[src/rtl/kiss_command_frame_parser_defines.svh]
// ----------------------------------------------------------------------------
// KISS command frame parser - assertion macros
// Shared concurrent assertion helpers, all clocked on clock and disabled
// while reset is high.
// ----------------------------------------------------------------------------
`ifndef KISS_COMMAND_FRAME_PARSER_DEFINES_SVH
`define KISS_COMMAND_FRAME_PARSER_DEFINES_SVH

// Same-cycle implication
`define KCFP_ASSERT_SAME(label, ante, cons) \
   label: assert property (@(posedge clock) disable iff (reset) (ante) |-> (cons)) \
      else $error("kcfp same-cycle check failed");

// Next-cycle implication
`define KCFP_ASSERT_NEXT(label, ante, cons) \
   label: assert property (@(posedge clock) disable iff (reset) (ante) |=> (cons)) \
      else $error("kcfp next-cycle check failed");

`endif

[src/rtl/kcfp_pkg.sv]
// ----------------------------------------------------------------------------
// kcfp_pkg
// Types and constants shared by the KISS command frame parser modules.
// ----------------------------------------------------------------------------
`timescale 1ns / 1ps
`default_nettype none

package kcfp_pkg;

   // Framing bytes
   localparam logic [7:0] FRAME_END  = 8'hC0;
   localparam logic [7:0] FRAME_TYPE = 8'h00;

   // Printable range
   localparam logic [7:0] PRINT_LO = 8'h21;
   localparam logic [7:0] PRINT_HI = 8'h7E;

   // Command code letters: letter N pairs with digit N+1
   localparam logic [7:0] CMD_LETTER_FIRST = 8'h41;  // 'A'
   localparam logic [7:0] CMD_LETTER_LAST  = 8'h48;  // 'H'
   localparam logic [7:0] CMD_DIGIT_OFFSET = 8'h10;  // 'A' - '1'
   localparam logic [7:0] CMD_UNDEFINED    = 8'd8;

   // Result kinds
   typedef enum logic [1:0] {
      KIND_NONE      = 2'd0,
      KIND_CHAR      = 2'd1,
      KIND_CALL_DONE = 2'd2,
      KIND_COMMAND   = 2'd3
   } kind_type;

   // One result item
   typedef struct packed {
      kind_type   kind;
      logic [7:0] value;
      logic       finished;
   } result_type;

   function automatic logic is_printable(input logic [7:0] b);
      return (b >= PRINT_LO) && (b <= PRINT_HI);
   endfunction

endpackage

`default_nettype wire

[src/rtl/kcfp_fsm.sv]
// ----------------------------------------------------------------------------
// kcfp_fsm
// Frame parsing state machine: holds the parse state and the current token,
// and forms the result for the byte offered this cycle.
// ----------------------------------------------------------------------------
`timescale 1ns / 1ps
`default_nettype none

module kcfp_fsm (
   input  wire logic                clock,
   input  wire logic                reset,
   input  wire logic                step,          // item accepted this cycle
   input  wire logic [7:0]          data_byte,
   input  wire logic                buffer_start,
   output kcfp_pkg::result_type     result
);

   typedef enum logic [2:0] {
      ST_NO_FRAME    = 3'd0,
      ST_FRAME_START = 3'd1,
      ST_BLANK_FIRST = 3'd2,
      ST_CALLSIGN    = 3'd3,
      ST_BLANK       = 3'd4,
      ST_TOKEN       = 3'd5
   } state_type;

   state_type  state_ff,   state_in;
   logic       stopped_ff, stopped_in;
   logic [1:0] tok_len_ff, tok_len_in;
   logic [7:0] tok_one_ff, tok_one_in;
   logic [7:0] tok_two_ff, tok_two_in;

   // State as seen by this byte, after an optional restart
   state_type  cur_state;
   logic       cur_stopped;
   logic [1:0] cur_len;
   logic [7:0] cur_one;
   logic [7:0] cur_two;
   logic       printable;
   logic [7:0] cmd_code;

   assign cur_state   = buffer_start ? ST_NO_FRAME : state_ff;
   assign cur_stopped = buffer_start ? 1'b0 : stopped_ff;
   assign cur_len     = buffer_start ? 2'd0 : tok_len_ff;
   assign cur_one     = buffer_start ? 8'd0 : tok_one_ff;
   assign cur_two     = buffer_start ? 8'd0 : tok_two_ff;
   assign printable   = kcfp_pkg::is_printable(data_byte);

   // Two-character code match: letter A..H followed by its digit 1..8
   always_comb begin
      cmd_code = kcfp_pkg::CMD_UNDEFINED;
      if (cur_len == 2'd2 &&
          cur_one >= kcfp_pkg::CMD_LETTER_FIRST &&
          cur_one <= kcfp_pkg::CMD_LETTER_LAST &&
          cur_two == cur_one - kcfp_pkg::CMD_DIGIT_OFFSET) begin
         cmd_code = cur_one - kcfp_pkg::CMD_LETTER_FIRST;
      end
   end

   // Next state and result
   always_comb begin
      state_in   = cur_state;
      stopped_in = cur_stopped;
      tok_len_in = cur_len;
      tok_one_in = cur_one;
      tok_two_in = cur_two;
      result.kind  = kcfp_pkg::KIND_NONE;
      result.value = 8'd0;

      if (!cur_stopped) begin
         case (cur_state)
            ST_NO_FRAME: begin
               if (data_byte == kcfp_pkg::FRAME_END) state_in = ST_FRAME_START;
               else                                  stopped_in = 1'b1;
            end
            ST_FRAME_START: begin
               if (data_byte == kcfp_pkg::FRAME_TYPE) state_in = ST_BLANK_FIRST;
               else                                   stopped_in = 1'b1;
            end
            ST_BLANK_FIRST: begin
               if (data_byte == kcfp_pkg::FRAME_END) begin
                  stopped_in = 1'b1;
               end else if (printable) begin
                  result.kind  = kcfp_pkg::KIND_CHAR;
                  result.value = data_byte;
                  state_in     = ST_CALLSIGN;
               end
            end
            ST_CALLSIGN: begin
               if (data_byte == kcfp_pkg::FRAME_END) begin
                  result.kind = kcfp_pkg::KIND_CALL_DONE;
                  stopped_in  = 1'b1;
               end else if (printable) begin
                  result.kind  = kcfp_pkg::KIND_CHAR;
                  result.value = data_byte;
               end else begin
                  result.kind = kcfp_pkg::KIND_CALL_DONE;
                  state_in    = ST_BLANK;
               end
            end
            ST_BLANK: begin
               if (data_byte == kcfp_pkg::FRAME_END) begin
                  stopped_in = 1'b1;
               end else if (printable) begin
                  // new token starts with this character
                  tok_len_in = 2'd1;
                  tok_one_in = data_byte;
                  tok_two_in = 8'd0;
                  state_in   = ST_TOKEN;
               end
            end
            ST_TOKEN: begin
               if (printable) begin
                  if (cur_len == 2'd0) tok_one_in = data_byte;
                  if (cur_len == 2'd1) tok_two_in = data_byte;
                  if (cur_len != 2'd3) tok_len_in = cur_len + 2'd1;
               end else begin
                  result.kind  = kcfp_pkg::KIND_COMMAND;
                  result.value = cmd_code;
                  tok_len_in   = 2'd0;
                  tok_one_in   = 8'd0;
                  tok_two_in   = 8'd0;
                  if (data_byte == kcfp_pkg::FRAME_END) stopped_in = 1'b1;
                  else                                  state_in   = ST_BLANK;
               end
            end
            default: begin
               stopped_in = 1'b1;
            end
         endcase
      end
      result.finished = stopped_in;
   end

   // State registers, advanced once per accepted item
   always_ff @(posedge clock) begin
      if (reset) begin
         state_ff   <= ST_NO_FRAME;
         stopped_ff <= 1'b0;
         tok_len_ff <= 2'd0;
         tok_one_ff <= 8'd0;
         tok_two_ff <= 8'd0;
      end else if (step) begin
         state_ff   <= state_in;
         stopped_ff <= stopped_in;
         tok_len_ff <= tok_len_in;
         tok_one_ff <= tok_one_in;
         tok_two_ff <= tok_two_in;
      end
   end

endmodule

`default_nettype wire

[src/rtl/kiss_command_frame_parser.sv]
// ----------------------------------------------------------------------------
// kiss_command_frame_parser
// Byte-wide KISS command frame parser with a registered result channel.
// ----------------------------------------------------------------------------
// Each accepted byte yields exactly one result item in the next cycle. The
// parse state machine updates in the same cycle the byte is accepted and the
// result lands in a single output register, so a new byte is taken every
// cycle while that register is empty or being drained, stalling only while
// rsp_stall holds a full output register. Setting req_buffer_start restarts
// parsing at that byte. A result with kind 1 is a callsign character, kind 2
// marks callsign end, kind 3 carries a command code (0..7, 8 for unknown), and
// rsp_finished reports that later bytes are ignored until the next restart.
`timescale 1ns / 1ps
`default_nettype none
`include "kiss_command_frame_parser_defines.svh"

module kiss_command_frame_parser (
   input  wire logic       clock,
   input  wire logic       reset,
   // input channel
   input  wire logic       req_valid,
   output logic            req_stall,
   input  wire logic [7:0] req_data_byte,
   input  wire logic       req_buffer_start,
   // result channel
   output logic            rsp_valid,
   input  wire logic       rsp_stall,
   output logic [1:0]      rsp_kind,
   output logic [7:0]      rsp_value,
   output logic            rsp_finished
);

   logic                 req_accept;
   kcfp_pkg::result_type step_result;

   logic                 rsp_valid_ff, rsp_valid_in;
   kcfp_pkg::result_type rsp_data_ff;

   // Take a byte whenever the output register is free or being emptied
   assign req_stall  = rsp_valid_ff && rsp_stall;
   assign req_accept = req_valid && !req_stall;

   kcfp_fsm u_fsm (
      .clock        (clock),
      .reset        (reset),
      .step         (req_accept),
      .data_byte    (req_data_byte),
      .buffer_start (req_buffer_start),
      .result       (step_result)
   );

   // Output register
   always_comb begin
      rsp_valid_in = rsp_valid_ff;
      if (req_accept)      rsp_valid_in = 1'b1;
      else if (!rsp_stall) rsp_valid_in = 1'b0;
   end

   always_ff @(posedge clock) begin
      if (reset) begin
         rsp_valid_ff <= 1'b0;
      end else begin
         rsp_valid_ff <= rsp_valid_in;
      end
   end

   always_ff @(posedge clock) begin
      if (req_accept) begin
         rsp_data_ff <= step_result;
      end
   end

   assign rsp_valid    = rsp_valid_ff;
   assign rsp_kind     = rsp_data_ff.kind;
   assign rsp_value    = rsp_data_ff.value;
   assign rsp_finished = rsp_data_ff.finished;

   // Checks
   `KCFP_ASSERT_SAME(a_stall_only_when_full, req_stall, rsp_valid)
   `KCFP_ASSERT_NEXT(a_accept_gives_result, req_accept, rsp_valid)
   `KCFP_ASSERT_SAME(a_char_printable,
      rsp_valid && rsp_kind == kcfp_pkg::KIND_CHAR,
      rsp_value >= kcfp_pkg::PRINT_LO && rsp_value <= kcfp_pkg::PRINT_HI)
   `KCFP_ASSERT_SAME(a_command_range,
      rsp_valid && rsp_kind == kcfp_pkg::KIND_COMMAND,
      rsp_value <= kcfp_pkg::CMD_UNDEFINED)
   `KCFP_ASSERT_SAME(a_marker_no_value,
      rsp_valid && (rsp_kind == kcfp_pkg::KIND_NONE ||
                    rsp_kind == kcfp_pkg::KIND_CALL_DONE),
      rsp_value == 8'd0)

endmodule

`default_nettype wire
[config.mk]
export PLATFORM = sky130hd
export DESIGN_NAME = kiss_command_frame_parser
export DESIGN_NICKNAME = d
export VERILOG_FILES = /design/src/rtl/kcfp_pkg.sv /design/src/rtl/kcfp_fsm.sv /design/src/rtl/kiss_command_frame_parser.sv
export VERILOG_INCLUDE_DIRS = /design/src /design/src/rtl
export SDC_FILE = /design/constraint.sdc
export NUM_CORES = 1
export LEC_CHECK = 0
export ABC_CLOCK_PERIOD_IN_PS = 6100
export BUFFER_PORTS_ARGS = -buffer_cell sky130_fd_sc_hd__buf_4
export CAP_MARGIN = 20
export CORE_ASPECT_RATIO = 1.2
export CORE_UTILIZATION = 63
export CTS_CLUSTER_SIZE = 28
export DETAILED_ROUTE_END_ITERATION = 6
export PLACE_DENSITY = 0.95
export SYNTH_ARGS = -nofsm -noshare
export SYNTH_HDL_FRONTEND = slang
export SYNTH_SLANG_ARGS = --single-unit
[constraint.sdc]
create_clock -name clock -period 6.1 [get_ports clock]
set_input_delay 1.22 -clock clock [delete_from_list [all_inputs] [get_ports clock]]
set_output_delay 1.22 -clock clock [all_outputs]
set_load 0.01 [all_outputs]
==> run summary <==
Tcrit/Tclk final -> 0.530
DP HPWL -> 4500 um
run status -> finished with violations
Seq/Total Area, Yosys -> 0.343
Synth Area in Adders -> 0.0163
Starting Density -> 0.674
core box area -> 3420 sq um
Worst EP required -> 6.34 ns
mean area per synthesized cell -> 8.67 sq um
critical path type -> input pin to flip-flop
GPL Wtd Cong -> 0.975
placed cell area -> 2470 sq um
Post-Synth XOR/XNOR Area -> 0.0380
WP buf/inv -> 2
FMAX -> 309 MHz
Die W -> 57.2 um
crit path max fanout -> 18
Yosys warning count -> 0
count of pins over their slew limit -> 0
#FFs+latches synth -> 34
TritonCTS clock tree -> done
Post-synth EDFFs -> 11
largest net degree at the start of global routing -> 31
critical path depth in cells -> 7
area of the multi-input gates -> 1390 sq um
CTS max path bufs -> 2
Tightest Pin Transition -> 0.908 ns
Reg power frac -> 0.499
gr usage total -> 0.344
top post-synthesis cells by count -> 23 x dfxtp_1, 22 x nor2_1, 16 x nand2_1, 15 x a21oi_1, 13 x inv_1
fillers -> 249
fin crit period -> 3.24 ns
Pre-Repair DR Iteration Count -> 7
Clk pwr share -> 0.348
Slew HR -> 0.391
vias in the first global route -> 2,137
combinational power share -> 0.153
register area -> 791 sq um
largest family of logic cells by synthesized area -> compound AO/OA/AOI/OAI gates
cell row count -> 23
initial antenna violation count -> 0
Pint -> 0.000358 W
crit-path max cell delay -> 0.67 ns
Max Cap Violations -> 0
number of setup violations in the final report -> 0
Num Clock Sinks -> 34
Post-Syn Nets -> 282
RSZ-0062 raised after global routing -> no
synth-to-layout area growth -> 11.2%
crit path DAT -> 3.48 ns
layout cells sized above 1 -> 0.166
multiplexer share of the synthesized area -> 0.00868
ANT nets after route -> 0
crit-path cells -> buf_4, a21bo_2, clkinv_1, o21ai_0, nor2b_1, a22oi_1, nand2_1
port bufs -> 25
sw frac -> 0.282
Post-Route WL -> 6350 um
Worst Setup Start Kind -> input pin
synth top area cells -> dfxtp_1 20%, edfxtp_1 14%, nor2_1 3.6%
Post-synth top flop -> dfxtp_1
hold depth -> 2
Mapped Cells -> 266
setup TNS -> 0 ns
Avg WL per Cell -> 19.9 um
detailed-route via count -> 2,323
post-CTS setup buffers -> 0
violated checks -> design-rule violations
die area -> 3910 sq um
share of the synthesized area in the top cell type -> 0.200
CP max-delay cell -> nor2b_1
Synth Area in Compound Gates -> 0.315
Layout Nets -> 298
Synth Area in Simple Gates -> 0.226
Crit. End Element -> flip-flop
# resized after CTS -> 0
Initial DRC Count -> 210
Net Sw Power -> 0.000141 W
distinct cell type count after synthesis -> 64
Die Ht -> 68.3 um
Worst Skew -> 0.0100 ns
Yosys top cell by area -> dfxtp_1
delay-heaviest family, CP -> compound AO/OA/AOI/OAI gates
Core Util, Final -> 0.749
first-pass GRT wire length -> 10,100 um
clock buffer count from CTS -> 5
CTS HTree Levels -> 2
Clock Latency Late Sink -> 0.30 ns
# IOs -> 26
Post-Syn Area -> 2310 sq um
Diodes inserted -> 0
Final Hold Fails -> 0
root buffer cell -> clkbuf_8
design area -> 2570 sq um
pwr dens -> 194 nW/um^2
most numerous cell in the Yosys netlist -> dfxtp_1
GR Overflow Total -> 0
Hold-fix buffers, CTS -> 0
Leak -> 0.944 nW
clk slew on worst S/H paths -> 0.07 ns
Tot Pwr -> 0.000499 W
vias per cell -> 7.26
Worst Hold Class -> flip-flop to flip-flop
DRC -> 3
Post-synth ARST share -> 0
VDD IR max -> 0.186 mV
R2R cell count -> 6
-- state kept, by name (all words and copies together) (netlist names) --
register	flops
rsp_value	8
u_fsm.tok_one_ff	8
u_fsm.tok_two_ff	8
u_fsm.state_ff	3
rsp_kind	2
u_fsm.tok_len_ff	2
rsp_finished	1
rsp_valid	1
u_fsm.stopped_ff	1
-- power groups by stage --
stage	combinational, W	sequential (W)	clock [W]
2_1_floorplan	0.0000482	0.000251	0
3_3_place_gp	0.0000711	0.000253	0
3_5_place_dp	0.0000738	0.000253	0
4_1_cts	0.0000744	0.000248	0.000173
5_1_grt	0.0000823	0.000249	0.000182
6_report	0.0000765	0.000249	0.000174
-- stage by stage --
stage	hold slack (ns)	setup slack [ns]	instances
6_report	0.453	2.86	320
5_1_grt	0.470	2.75	320
4_1_cts	0.453	2.90	320
3_5_place_dp	0.446	2.63	312
3_3_place_gp	0.434	2.69	312
2_1_floorplan	0.424	3.16	266
-- layout make-up --
type	count	area share
Clock inverter	1	0.00195
Multi-Input combinational cell	201	0.543
Sequential cell	34	0.308
Clock buffer	7	0.0336
Tap cell	37	0.0180
Inverter	15	0.0219
Timing Repair Buffer	25	0.0731
-- worst register-to-register path, cell delays in order, from the launching register on --
cell      delay (ns)
dfxtp_1         0.34
a21bo_2         0.25
clkinv_1        0.51
o21ai_0         0.38
nor2b_1         0.67
a22oi_1         0.19
nand2_1         0.10
-- cell families after synthesis --
kind of cell | after synthesis
compound gates | 99
xor+xnor | 10
fa+ha+maj | 3
buf+inv | 31
flops | 34
mux | 2
simple gates | 87
-- per-layer routing --
layer,GRT usage,part of all wire,vias up
met4,0.204,0.043,0
met1,0.408,0.38,1082
met5,0,0,-
met3,0.0643,0.092,36
li1,-,-,1050
met2,0.582,0.49,155
-- cells in the final DEF, fill, tap and decap left out, types with 4 or more instances in the layout --
cell,count
inv_1,13
a21oi_1,15
o31ai_1,5
a22o_1,6
nand2_1,16
nor3_1,11
xnor2_1,5
nor2_1,22
dfxtp_1,23
o21ai_0,9
buf_4,25
a22oi_1,9
nor2b_1,4
clkbuf_8,6
a211oi_1,5
o211ai_1,8
o21ai_1,8
xor2_1,5
nand2b_1,7
edfxtp_1,11
nor4_1,5
-- worst paths after layout --
kind,slack (ns),end,startpoint
worst max register to register,3.60,u_fsm.tok_one_ff[3],rsp_valid
worst min register to register,0.45,u_fsm.tok_two_ff[7],u_fsm.tok_two_ff[7]
worst min-delay path,0.45,u_fsm.tok_two_ff[7],u_fsm.tok_two_ff[7]
worst max-delay path,2.86,u_fsm.tok_one_ff[3],req_valid
(Power assumes the default switching activity.)
